$ cat config.mk
export PLATFORM = sky130hd
export DESIGN_NAME = mbe_front
export DESIGN_NICKNAME = d
export VERILOG_FILES = /design/src/rtl/mbe_pkg.sv /design/src/rtl/mbe_front.sv
export SDC_FILE = /design/constraint.sdc
export NUM_CORES = 2
export LEC_CHECK = 0
export ABC_AREA = 1
export BUFFER_PORTS_ARGS = -buffer_cell sky130_fd_sc_hd__buf_2
export CAP_MARGIN = 30
export CORE_ASPECT_RATIO = 1.25
export CORE_UTILIZATION = 50
export CTS_CLUSTER_DIAMETER = 120
export DETAILED_ROUTE_END_ITERATION = 8
export GPL_TIMING_DRIVEN = 0
export PLACE_DENSITY = 0.7
export SLEW_MARGIN = 20
export SYNTH_ARGS = -nofsm -noshare
export SYNTH_HDL_FRONTEND = slang
export SYNTH_SLANG_ARGS = --single-unit
$ cat constraint.sdc
create_clock -name clk -period 4.7 [get_ports clk]
set_input_delay 0.235 -clock clk [delete_from_list [all_inputs] [get_ports clk]]
set_output_delay 0.235 -clock clk [all_outputs]
set_load 0.03 [all_outputs]
$ cat src/rtl/mbe_pkg.sv
// Types, widths and constants of the Mandelbrot escape-time block
package mbe_pkg;

  // Image and fixed-point format
  localparam int IMAGE_DIM = 8192;
  localparam int IDX_W     = $clog2(IMAGE_DIM);
  localparam int FRAC_BITS = 28;
  localparam int COORD_W   = 32;
  localparam int STEP_W    = 31;
  localparam int ITER_W    = 16;

  // Point c: min + idx*step, signed
  localparam int PROD_W = IDX_W + STEP_W;
  localparam int C_W    = PROD_W + 2;
  // Iterate z: c plus a term below 2^31 in magnitude
  localparam int Z_W    = C_W + 1;
  // z with |z| < 2^(FRAC_BITS+1) fits this signed width
  localparam int ZS_W   = FRAC_BITS + 2;
  // Square of such a z; bit SQ_W of a sum of squares is the escape test
  localparam int SQ_W   = 2 * FRAC_BITS + 2;

  // Work queue between front and core
  localparam int QUEUE_DEPTH = 2;
  localparam int QPTR_W      = $clog2(QUEUE_DEPTH);
  localparam int QCNT_W      = $clog2(QUEUE_DEPTH + 1);

  // Register map
  localparam int PADDR_W = 4;
  localparam int PDATA_W = 32;

  typedef enum logic [1:0] {
    REG_RE_MIN     = 2'd0,
    REG_IM_MIN     = 2'd1,
    REG_PIXEL_STEP = 2'd2,
    REG_MAX_ITER   = 2'd3
  } reg_idx_t;

  localparam logic [COORD_W-1:0] RE_MIN_RST     = 32'hD800_0000;
  localparam logic [COORD_W-1:0] IM_MIN_RST     = 32'hE000_0000;
  localparam logic [STEP_W-1:0]  PIXEL_STEP_RST = 31'd167772;
  localparam logic [ITER_W-1:0]  MAX_ITER_RST   = 16'd200;

  // One pixel job handed from front to core
  typedef struct packed {
    logic [IDX_W-1:0] col;
    logic [IDX_W-1:0] row;
    logic [C_W-1:0]   c_re;
    logic [C_W-1:0]   c_im;
  } job_t;

  typedef enum logic [1:0] {
    FS_IDLE,
    FS_MUL,
    FS_ADD,
    FS_PUSH
  } front_state_t;

  typedef enum logic [1:0] {
    CS_IDLE,
    CS_MUL,
    CS_UPD,
    CS_DONE
  } core_state_t;

endpackage

$ cat src/rtl/mbe_front.sv
// Front end: takes a pixel word and forms the point c in fixed point
module mbe_front (
  input  logic                        clk,
  input  logic                        rst,
  input  logic [mbe_pkg::COORD_W-1:0] re_min,
  input  logic [mbe_pkg::COORD_W-1:0] im_min,
  input  logic [mbe_pkg::STEP_W-1:0]  pixel_step,
  input  logic                        in_valid,
  output logic                        in_stall,
  input  logic [mbe_pkg::IDX_W-1:0]   col,
  input  logic [mbe_pkg::IDX_W-1:0]   row,
  output logic                        push_valid,
  input  logic                        push_ready,
  output mbe_pkg::job_t               push_job
);

  mbe_pkg::front_state_t state, state_next;

  logic [mbe_pkg::IDX_W-1:0]  col_q, row_q;
  logic [mbe_pkg::PROD_W-1:0] prod_re, prod_im;
  logic [mbe_pkg::C_W-1:0]    c_re, c_im;
  logic                       accept;

  // Snap test: c_im forced to zero when 2*|c_im| < step
  logic signed [mbe_pkg::C_W:0] twice_im, step_ext;
  logic                         snap;

  assign twice_im = {c_im, 1'b0};
  assign step_ext = {{(mbe_pkg::C_W + 1 - mbe_pkg::STEP_W){1'b0}}, pixel_step};
  assign snap     = (twice_im < step_ext) && (twice_im > -step_ext);

  assign push_job.col  = col_q;
  assign push_job.row  = row_q;
  assign push_job.c_re = c_re;
  assign push_job.c_im = snap ? '0 : c_im;

  // State register
  always_ff @(posedge clk) begin
    if (rst) begin
      state <= mbe_pkg::FS_IDLE;
    end else begin
      state <= state_next;
    end
  end

  // Next state and handshake
  always_comb begin
    state_next = state;
    in_stall   = 1'b1;
    push_valid = 1'b0;
    accept     = 1'b0;
    unique case (state)
      mbe_pkg::FS_IDLE: begin
        in_stall = 1'b0;
        accept   = in_valid;
        if (in_valid) begin
          state_next = mbe_pkg::FS_MUL;
        end
      end
      mbe_pkg::FS_MUL: state_next = mbe_pkg::FS_ADD;
      mbe_pkg::FS_ADD: state_next = mbe_pkg::FS_PUSH;
      mbe_pkg::FS_PUSH: begin
        push_valid = 1'b1;
        if (push_ready) begin
          state_next = mbe_pkg::FS_IDLE;
        end
      end
      default: state_next = mbe_pkg::FS_IDLE;
    endcase
  end

  // Datapath: capture, scale by step, offset by origin
  always_ff @(posedge clk) begin
    if (accept) begin
      col_q <= col;
      row_q <= row;
    end
    if (state == mbe_pkg::FS_MUL) begin
      prod_re <= {{mbe_pkg::STEP_W{1'b0}}, col_q} * {{mbe_pkg::IDX_W{1'b0}}, pixel_step};
      prod_im <= {{mbe_pkg::STEP_W{1'b0}}, row_q} * {{mbe_pkg::IDX_W{1'b0}}, pixel_step};
    end
    if (state == mbe_pkg::FS_ADD) begin
      c_re <= {{(mbe_pkg::C_W - mbe_pkg::COORD_W){re_min[mbe_pkg::COORD_W-1]}}, re_min}
            + {2'b00, prod_re};
      c_im <= {{(mbe_pkg::C_W - mbe_pkg::COORD_W){im_min[mbe_pkg::COORD_W-1]}}, im_min}
            + {2'b00, prod_im};
    end
  end

endmodule

==> flow_summary_export.csv <==
group,metric,value,unit
status,status,"complete, but fails checks",
status,violations,"negative setup slack",
critical_path,ff2ff_setup_slack,-0.70,ns
hold_path,hold_path_class,"input pin to flip-flop",
layout,layout.cells.non_filler,7384,
global_route,grt_overflow,0,
critical_path,endpoint_kind,"flip-flop",
timing,finalSetupViolCount,69,
layout,nets,7388,
critical_path,critical_path_class,"flip-flop to flip-flop",
die,initial_core_util,50.58,%
critical_path,slowest_delay,0.57,ns
cts,numCtsBuffers,27,
layout,fin_area,0.05434,mm²
logic_synthesis,synth_most_common_cell,"inv_1",
critical_path,rr_endpoint,"prod_im[42]",
timing,rsz0062_at_grt,"yes",
timing,fin_crit,5.397,ns
global_route,grt_pass1_wl,245300,µm
cts,cts_tree,"done",
logic_synthesis,netlist_area,0.04262,mm²
layout,fill_cells,7239,
timing,finalCritPeriodShare,114.8,%
critical_path,start_kind,"flip-flop",
timing,max_freq,185.3,MHz
logic_synthesis,yosysSeqAreaShare,14.61,%
logic_synthesis,ys_top_cells_by_area,"fa_1, edfxtp_1, inv_1",
layout,syn_to_final_growth,27.49,%
placed_design,portBuffers,234,
routing,ant_nets,0,
placed_design,dp_hpwl,138000,µm
global_route,grtUsageTotal,38.83,%
timing,drv_slew,0,
cts,cts_buffer_depth,3,
die,io_pins,245,
logic_synthesis,syn_inst,5694,
logic_synthesis,yosys_register_bits,208,
timing,slew_headroom,32.68,%
critical_path,cp.arrival,5.73,ns
hold_path,whs_path_depth,3,
hold_path,min_from,"pixel_step[0]",
global_route,antenna_found_initial,5,
critical_path,path_cells,"buf_8, buf_6, nand2_2, inv_2, fa_2, fa_1, fa_1, fa_1, inv_2, fa_1, inv_2, ha_4, a21o_1, buf_6, a21boi_4, o21ai_2, nand2_1, nand2_2, nand2_2, nand3_4, xor2_4",
cts,cts_root_buf,"clkbuf_16",
timing,skew,0.03858,ns
routing,viasPerCell,5.393,
die,rows,119,
routing,drt-total-wl,169300,µm
die,dieArea,0.08643,mm²
critical_path,cp_max_fo,5,
logic_synthesis,synth_top_area_cell,"fa_1",
critical_path,slowest_stage,"fa_1",
logic_synthesis,async_flop_share,0,%
logic_synthesis,yosysWarnings,0,
critical_path,path_buf_inv,6,
timing,finalWorstSetupSlack,-0.6974,ns
hold_path,holdPathEnd,"prod_re[0]",
critical_path,cp-startpoint,"row_q[12]",
die,fp.dieW,263.1,µm
timing,tns,-33.50,ns
cts,clkTransAtPathRegs,0.06,ns
logic_synthesis,synth-edff-count,206,
layout,drive_gt1_share,23.38,%
routing,via_count,39820,
routing,dr.first_iter.drc_count,2816,
global_route,grt_max_degree,55,
timing,hold_viol_final,0,
routing,dr.pass1.iters,6,
logic_synthesis,syn_avg_cell_area,7.486,µm²
die,core,0.08427,mm²
cts,clock_latency,0.63,ns
placed_design,finalWeightedCongestion,0.9954,
job,cap_violations,0,
timing,worst_pin_slew,0.9993,ns
critical_path,cp_common_cell,"fa_1",
logic_synthesis,synth_nets,6809,
logic_synthesis,synth_top_area_share,30.06,%
routing,drt-wirelength-per-cell,22.92,µm
logic_synthesis,synth.distinct_cells,50,
routing,route.detailed.drc,0,
cts,cts_max_level,1,
critical_path,ff2ff_path_depth,21,
cts,clock_sinks,208,
global_route,grt_pass1_vias,41130,
placed_design,dpl.cell_count,7027,
layout,final_core_util,64.48,%
critical_path,cp_top_family,"adder cells",
logic_synthesis,synth.top_cells.by_count,"inv_1, nand2_1, fa_1, nor2_1, ha_1",
die,die_h,328.4,µm
logic_synthesis,ys.flop_type,"edfxtp_1",
critical_path,reg2reg_from,"row_q[12]",
placed_design,placed_area,0.04689,mm²
critical_path,cp.required,5.03,ns
## cell type report
type / count / area (µm²) / share of cell area, %
sequential: 208 / 6226 / 11.46
tap: 1089 / 1363 / 2.507
inverter: 1484 / 5595 / 10.30
multi-input combinational: 3825 / 34310 / 63.14
buffer: 158 / 1540 / 2.834
timing repair buffer: 569 / 4365 / 8.033
clock inverter: 19 / 251.5 / 0.4628
antenna: 2 / 5.005 / 0.009210
clock buffer: 30 / 686.9 / 1.264
## how the worst max path moves through the flow
stage,endpoint,slack [ns],cells after the start
6_report,prod_im[42],-0.70,21
5_1_grt,prod_im[43],-0.83,23
4_1_cts,prod_im[43],-0.62,22
3_5_place_dp,prod_im[40],-1.93,21
3_3_place_gp,prod_im[40],-2.00,21
2_1_floorplan,prod_im[29],-0.18,22
## sequential cells by signal, summed over array words and instances (netlist names)
signal,cells
c_re,46
state,2
prod_im,44
c_im,46
col_q,13
row_q,13
prod_re,44
## repair_timing
action                                 in CTS  in global routing
setup endpoints to repair                 112                116
gates resized for setup                   628                412
pin swaps                                 261                285
endpoints found under the hold margin      30                  0
hold buffers                               30                  0
gates cloned                               12                  3
buffers inserted                          178                108
## tightest hold or removal path: cells and delay by family
kind	cells	cell delay, ns
buffers and inverters	2	0.23
AND/OR/NAND/NOR	1	0.07
## metrics by stage
stage	worst slack [ns]	hold slack, ns
3_5_place_dp	-1.925	0.4131
3_3_place_gp	-2.000	0.4113
4_1_cts	-0.6163	0.008735
6_report	-0.6974	0.02775
5_1_grt	-0.8314	0.07217
2_1_floorplan	-0.1785	0.3135
## cell usage in the layout (no fill, tap or decap), types with 74 or more instances in the layout
master / instances
a21oi_1: 186
buf_6: 90
nand2_4: 74
fa_1: 600
nand2_1: 1256
inv_2: 121
edfxtp_1: 206
ha_1: 284
nand2_2: 119
buf_4: 204
nand3_1: 107
xor2_1: 89
nor2_1: 333
o21ai_0: 91
inv_1: 1356
buf_2: 259
## cells by family after synthesis
family,after synthesis,share of synthesized area [%]
fa+ha+maj,990,40.33
compound gates,495,6.344
flops,208,14.61
xor+xnor,165,3.390
buf+inv,1662,14.74
simple gates,2174,20.58
## layer usage
metal	vias to the layer above	track usage (%)	share of wire (%)
met3	691	5.173	6.3
met2	1864	70.68	50
met5	-	0	0.0083
met1	19140	38.35	32
li1	18130	-	-
met4	2	35.77	11
Power is left out: the tool's default activity adds up to more than one toggle a clock period on the data nets, which glitch-free logic cannot reach.
