File: src/rtl/mbe_pkg.sv
// Types, widths and constants of the Mandelbrot escape-time block
package mbe_pkg;

  // Image and fixed-point format
  localparam int IMAGE_DIM = 8192;
  localparam int IDX_W     = $clog2(IMAGE_DIM);
  localparam int FRAC_BITS = 28;
  localparam int COORD_W   = 32;
  localparam int STEP_W    = 31;
  localparam int ITER_W    = 16;

  // Point c: min + idx*step, signed
  localparam int PROD_W = IDX_W + STEP_W;
  localparam int C_W    = PROD_W + 2;
  // Iterate z: c plus a term below 2^31 in magnitude
  localparam int Z_W    = C_W + 1;
  // z with |z| < 2^(FRAC_BITS+1) fits this signed width
  localparam int ZS_W   = FRAC_BITS + 2;
  // Square of such a z; bit SQ_W of a sum of squares is the escape test
  localparam int SQ_W   = 2 * FRAC_BITS + 2;

  // Work queue between front and core
  localparam int QUEUE_DEPTH = 2;
  localparam int QPTR_W      = $clog2(QUEUE_DEPTH);
  localparam int QCNT_W      = $clog2(QUEUE_DEPTH + 1);

  // Register map
  localparam int PADDR_W = 4;
  localparam int PDATA_W = 32;

  typedef enum logic [1:0] {
    REG_RE_MIN     = 2'd0,
    REG_IM_MIN     = 2'd1,
    REG_PIXEL_STEP = 2'd2,
    REG_MAX_ITER   = 2'd3
  } reg_idx_t;

  localparam logic [COORD_W-1:0] RE_MIN_RST     = 32'hD800_0000;
  localparam logic [COORD_W-1:0] IM_MIN_RST     = 32'hE000_0000;
  localparam logic [STEP_W-1:0]  PIXEL_STEP_RST = 31'd167772;
  localparam logic [ITER_W-1:0]  MAX_ITER_RST   = 16'd200;

  // One pixel job handed from front to core
  typedef struct packed {
    logic [IDX_W-1:0] col;
    logic [IDX_W-1:0] row;
    logic [C_W-1:0]   c_re;
    logic [C_W-1:0]   c_im;
  } job_t;

  typedef enum logic [1:0] {
    FS_IDLE,
    FS_MUL,
    FS_ADD,
    FS_PUSH
  } front_state_t;

  typedef enum logic [1:0] {
    CS_IDLE,
    CS_MUL,
    CS_UPD,
    CS_DONE
  } core_state_t;

endpackage

File: src/rtl/mbe_queue.sv
// Short job queue between front end and iteration core
module mbe_queue (
  input  logic          clk,
  input  logic          rst,
  input  logic          push_valid,
  output logic          push_ready,
  input  mbe_pkg::job_t push_job,
  output logic          pop_valid,
  input  logic          pop_ready,
  output mbe_pkg::job_t pop_job
);

  mbe_pkg::job_t               entries [mbe_pkg::QUEUE_DEPTH];
  logic [mbe_pkg::QPTR_W-1:0]  wr_ptr, rd_ptr;
  logic [mbe_pkg::QCNT_W-1:0]  count;
  logic                        push, pop;

  assign push_ready = (count != mbe_pkg::QCNT_W'(mbe_pkg::QUEUE_DEPTH));
  assign pop_valid  = (count != '0);
  assign push       = push_valid && push_ready;
  assign pop        = pop_ready && pop_valid;
  assign pop_job    = entries[rd_ptr];

  // Pointers and fill count
  always_ff @(posedge clk) begin
    if (rst) begin
      wr_ptr <= '0;
      rd_ptr <= '0;
      count  <= '0;
    end else begin
      if (push) begin
        wr_ptr <= wr_ptr + 1'b1;
      end
      if (pop) begin
        rd_ptr <= rd_ptr + 1'b1;
      end
      priority if (push && !pop) begin
        count <= count + 1'b1;
      end else if (pop && !push) begin
        count <= count - 1'b1;
      end
    end
  end

  // Storage
  always_ff @(posedge clk) begin
    if (push) begin
      entries[wr_ptr] <= push_job;
    end
  end

endmodule

File: config.mk
export PLATFORM = sky130hd
export DESIGN_NAME = mbe_queue
export DESIGN_NICKNAME = d
export VERILOG_FILES = /design/src/rtl/mbe_pkg.sv /design/src/rtl/mbe_queue.sv
export SDC_FILE = /design/constraint.sdc
export NUM_CORES = 1
export LEC_CHECK = 0
export BUFFER_PORTS_ARGS = -buffer_cell sky130_fd_sc_hd__buf_2
export CAP_MARGIN = 40
export CORE_AREA = 2 2 246 127
export DETAILED_ROUTE_END_ITERATION = 8
export DIE_AREA = 0 0 248 129
export SYNTH_ARGS = -nofsm -noshare
export SYNTH_HDL_FRONTEND = slang
export SYNTH_SLANG_ARGS = --single-unit
File: constraint.sdc
create_clock -name clk -period 4.22 [get_ports clk]
set_input_delay 0 -clock clk [delete_from_list [all_inputs] [get_ports clk]]
set_output_delay 0 -clock clk [all_outputs]
set_load 0.02 [all_outputs]
==> qor.yml, run 1 <==
timing.rr.end: "entries[0][78]"
synthTopCellsByCount: "236 x edfxtp_1, 98 x mux2_2, 20 x mux2_4, 9 x buf_2, 5 x dfxtp_1"
critical_path_required_ps: 4220
final_layout_size_suffix_gt1_share_pct: 51.4
first_pass_iters: 4
finalMaxSlewViolations: 0
synth_cells: 391
start_util_pct: 29.6
crit_type: "reg2out"
finClkSkew_ps: 8.93
relSlewSlack_pct: 51.9
setup_ws_ps: 1820
fp.coreArea_um2: 29800
clockBufferDepth: 3
ant_nets: 0
cts_tree: "yes"
yosysMostFrequentCell: "edfxtp_1"
powerDensity_nw_per_um2: 578
dp_hpwl_mm: 12.2
synth_edf_count: 236
vdd_ir_drop_max_mv: 0.405
ys_seq_elements: 241
via_count: 4849
wl_mm: 19.3
setup_tns_ps: 0
die_w_um: 248
gp_congestion: 0.738
period_needed_ps: 2400
ys_types: 19
fmax_ghz: 0.417
synth.top_cell.area_share_pct: 80.5
fin_util_pct: 42.0
die_area_um2: 32000
io_buffer_count: 241
grt-ovfl-total: 0
endpoint_kind: "output port"
num_io_pins: 242
ys_async_sr_fraction_pct: 0
place_inst: 1024
clk_latency_ps: 510
min_path_type: "in2reg"
drt_iter0_drc: 191
cts.clk_slew.worst_paths_ps: 60
grt_usage_pct: 11.6
syn_avg_cell_area_um2: 22.5
reg2reg_depth: 4
pre_cts_ws_ps: 2080
ff2ff_setup_slack_ps: 2100
fp.dieH_um: 129
numCtsBuffers: 23
status: "finished, final reports clean"
antenna_found_initial: 1
drc: 0
rr_startpoint: "count[0]"
area_growth_pct: 42.0
arrival_ps: 2400
finalHoldViolCount: 0
synth_fp_nets: 514
grt_pass1_wl_mm: 28.5
fin_crit_sh_pct: 56.8
synth_seq_area_share_pct: 81.6
synth_ff_type: "edfxtp_1"
synth_area_leaders: "edfxtp_1 81%, mux2_2 13%, mux2_4 3.4%"
rsz0062_at_grt: "false"
setup_viol: 0
synth_warnings: 0
tightest_slew_ps: 722
wl_per_cell_um: 16.3
critPathCapture: "pop_job[76]"
h-tree-depth: 1
first_global_vias: 4978
grt_max_degree: 90
numClockSinks: 241
stdcell_count: 1186
avgViaCountPerCell: 4.09
ctsResizeCount: 0
placed_cell_area_um2: 10500
maxCapViolations: 0
nets: 894
final_area_um2: 12500
synth_top_area_cell: "edfxtp_1"
netlist_area_um2: 8800
leakage_uw: 0.00467
root_buffer: "clkbuf_16"
critical_path.max_fanout: 89
start_kind: "flip-flop"
rows: 45
stage by stage:
step                total power, uW  hold WS [ps]
floorplan                      4440          69.1
global placement               5030           188
global route                   7560           120
finish                         7230          91.0
CTS                            7330          75.2
detailed placement             5030           191
cells by family after synthesis:
group,share of synthesized area [%]
AO/OA/AOI/OAI,0.341
adder cells (fa/ha/maj),0.142
multiplexers,15.9
AND/OR/NAND/NOR,0.569
XOR/XNOR,0.299
buffers and inverters,1.07
flip-flops,81.6
metal layers:
layer | part of all wire (%) | vias up | GRT usage [%]
li1 | - | 2312 | -
met1 | 46 | 2360 | 15.7
met2 | 45 | 146 | 18.6
met3 | 7.0 | 31 | 3.61
met4 | 1.9 | 0 | 2.47
met5 | 0 | - | 0
critical path: stages, from the launching register on:
cell and delay [ps]:
dfxtp_4 620, buf_12 400, mux2_2 440, buf_2 170
layout by cell type (no fill, tap or decap):
| cell type | instances |
|---|---|
| buf_2 | 241 |
| edfxtp_1 | 236 |
| dlygate4sd3_1 | 121 |
| mux2_2 | 98 |
| clkbuf_16 | 23 |
| mux2_4 | 20 |
| bufinv_16 | 5 |
| clkinv_1 | 4 |
| dfxtp_1 | 4 |
| buf_4 | 4 |
| xor2_1 | 3 |
| nor2_1 | 3 |
| o21ai_0 | 2 |
| a21oi_1 | 2 |
| clkinvlp_4 | 2 |
| clkbuf_1 | 2 |
| clkinv_2 | 2 |
| buf_12 | 2 |
| diode_2 | 1 |
| nand2b_1 | 1 |
| and2_1 | 1 |
| or2_2 | 1 |
| and3_4 | 1 |
| nand3b_1 | 1 |
| inv_4 | 1 |
| a21bo_2 | 1 |
| or3_1 | 1 |
| ha_1 | 1 |
| dfxtp_4 | 1 |
| clkinv_4 | 1 |
| inv_6 | 1 |
how the worst min path moves through the flow:
stage / startpoint / to / depth (start not counted)
global placement: push_job[92] / entries[1][92] / 1
detailed placement: push_job[13] / entries[0][13] / 1
CTS: push_valid / count[0] / 5
floorplan: rst / count[1] / 1
finish: push_valid / count[0] / 5
global route: push_valid / count[0] / 5
report_power, final:
| group | total [uW] | leakage [uW] | internal, uW | switching (uW) |
|---|---|---|---|---|
| clock | 2180 | 0.000380 | 1310 | 875 |
| sequential | 3090 | 0.00225 | 2990 | 103 |
| combinational | 1950 | 0.00205 | 820 | 1130 |
| total | 7230 | 0.00467 | 5110 | 2110 |
repair_timing:
item                                   CTS  global route
endpoints found under the hold margin  241             0
buffers inserted                         0             0
setup endpoints to repair                0             0
hold buffers                           121             0
area by class of cell:
type	instances	area, um2
multi-input cells	136	1530
clock inverters	15	208
inverters	1	6.26
flip-flops and latches	241	7190
diodes	1	2.50
fillers	2655	17300
repair buffers	368	2490
well taps	399	499
clock buffers	25	583
sequential cells by signal (all words and copies together), names as in the netlist, named ones only:
name and flops:
count 2, rd_ptr 1, wr_ptr 1, entries 236
Power figures use the tool's default switching activity.
==> inputs of run 2 (changes only) <==
clock period = 2 ns   (was 4.22 ns; I/O delays follow)
==> run 2 against run 1 <==
Against the previous run: sequential share of layout area rose by 0.062 points; combinational power rose by 120%; register-to-register slack got worse by 1700 ps; worst hold slack improved by 110 ps; highest routed layer unchanged.
==> qor.yml, run 2 (synthesis results as in run 1) <==
dp_hpwl_mm: 12.0  # was 12.2 mm
vdd_ir_drop_max_mv: 0.630  # was 0.405 mV
nets: 898  # was 894
fp.dieH_um: 129  # unchanged
tightest_slew_ps: 398  # was 722 ps
die_w_um: 248  # unchanged
fp.coreArea_um2: 29800  # unchanged
numCtsBuffers: 23  # unchanged
fill_cells: 2680  # was 2655
leakage_uw: 0.00466  # was 0.00467 uW
clk_latency_ps: 520  # was 510 ps
status: "finished, final reports clean"  # unchanged
via_count: 4862  # was 4849
layout_commonest_cell: "buf_2"  # unchanged
final_cell_mix: "241 x buf_2, 236 x edfxtp_1, 122 x dlygate4sd3_1, 98 x mux2_2, 23 x clkbuf_16"  # was 241 x buf_2, 236 x edfxtp_1, 121 x dlygate4sd3_1, 98 x mux2_2, 23 x clkbuf_16
io_buffer_count: 241  # unchanged
setup_viol: 0  # unchanged
finClkSkew_ps: 13.9  # was 8.93 ps
final_area_um2: 12500  # about the same
top_register: "entries"  # unchanged
finalMaxSlewViolations: 0  # unchanged
start_kind: "flip-flop"  # unchanged
pre_cts_ws_ps: 450  # was 2080 ps
numClockSinks: 241  # unchanged
grt-ovfl-total: 0  # unchanged
antenna_found_initial: 1  # unchanged
largest_reg_flops: 236  # unchanged
grt_pass1_wl_mm: 27.9  # was 28.5 mm
reg_top3: "entries: 236 flops, count: 2 flops"  # unchanged
maxCapViolations: 0  # unchanged
final_layout_size_suffix_gt1_share_pct: 51.2  # was 51.4%
die_area_um2: 32000  # unchanged
powerDensity_nw_per_um2: 1180  # was 578 nW/um2
drt_iter0_drc: 180  # was 191
num_io_pins: 242  # unchanged
area_growth_pct: 41.9  # was 42.0%
placed_cell_area_um2: 10600  # was 10500 um2
drc: 0  # unchanged
ctsResizeCount: 0  # unchanged
wl_mm: 18.7  # was 19.3 mm
min_path_type: "in2reg"  # unchanged
root_buffer: "clkbuf_16"  # unchanged
cts.clk_slew.worst_paths_ps: 60  # about the same
arrival_ps: 1890  # was 2400 ps
period_needed_ps: 1890
avgViaCountPerCell: 4.08  # was 4.09
first_global_vias: 4968  # was 4978
start_util_pct: 29.6  # unchanged
rows: 45  # unchanged
setup_ws_ps: 105  # was 1820 ps
grt_usage_pct: 11.3  # was 11.6%
fin_crit_sh_pct: 94.7
grt_max_degree: 63  # was 90
relSlewSlack_pct: 73.5  # was 51.9%
first_pass_iters: 4  # unchanged
finalHoldViolCount: 0  # unchanged
gp_congestion: 0.698  # was 0.738
clockBufferDepth: 3  # unchanged
endpoint_kind: "output port"  # unchanged
rsz0062_at_grt: "false"  # unchanged
critical_path_required_ps: 2000  # was 4220 ps
wl_per_cell_um: 15.7  # was 16.3 um
critical_path.max_fanout: 46  # was 89
ant_nets: 0  # unchanged
hold_slack_ps: 198  # was 91.0 ps
crit_type: "reg2out"  # unchanged
total_power_uw: 14800  # was 7230 uW
fin_util_pct: 41.9  # was 42.0%
fmax_ghz: 0.528
cts_tree: "yes"  # unchanged
h-tree-depth: 1  # unchanged
run 2: cell types whose count changed in the layout (fill, tap and decap cells not counted):
cell / delta
dfxtp_1: -1
buf_4: -1
nand2b_4: +1
inv_4: -1
clkbuf_1: +5
bufinv_16: -4
dfxtp_2: +1
nand2b_1: -1
clkinv_2: +1
buf_12: +4
dlygate4sd3_1: +1
run 2: path summary, 6_finish.rpt:
kind | end | from | cells past startpoint | slack, ps
worst min register to register | rd_ptr | rd_ptr | 2 | 520
worst max register to register | flip-flop | count[1] | 4 | 400
worst min-delay path | entries[1][109] | push_job[109] | 2 | 200
worst max-delay path | pop_job[57] | flip-flop | 3 | 110
run 2: worst max-delay path: stages, from the launching register on:
cell and delay (ps):
dfxtp_4 470, buf_12 270, mux2_2 390, buf_2 160
run 2: final cells by class:
| cell class | instances | area [um2] | share of cell area [%] |
|---|---|---|---|
| flip-flops and latches | 241 | 7190 | 57.6 |
| repair buffers | 372 | 2570 | 20.6 |
| multi-input cells | 136 | 1540 | 12.3 |
| clock buffers | 30 | 602 | 4.82 |
| well taps | 399 | 499 | 4.00 |
| clock inverters | 11 | 85.1 | 0.681 |
| inverters | 1 | 7.51 | 0.0601 |
| diodes | 1 | 2.50 | 0.0200 |
run 2: per-stage QoR:
stage	setup TNS, ps	instances
floorplan	-149070	391
detailed placement	0	1027
global route	0	1191
finish	0	1191
CTS	0	1190
global placement	0	1027
run 2: power breakdown:
part | internal, uW | switching, uW | total (uW) | leakage (uW)
combinational | 1810 | 2420 | 4230 | 0.00208
clock | 2260 | 1800 | 4060 | 0.000333
sequential | 6310 | 180 | 6490 | 0.00225
total | 10400 | 4400 | 14800 | 0.00466
run 2: what timing repair did:
item	in CTS	in global routing
hold endpoints to repair	241	0
setup buffers	0	0
setup endpoints to repair	0	0
hold buffers	122	0
run 2: routing by layer:
metal | share of wire, % | GRT usage (%) | up-vias
li1 | - | - | 2325
met1 | 47 | 15.7 | 2379
met2 | 45 | 17.3 | 131
met3 | 6.3 | 3.65 | 27
met4 | 2.0 | 2.75 | 0
met5 | 0 | 0 | -
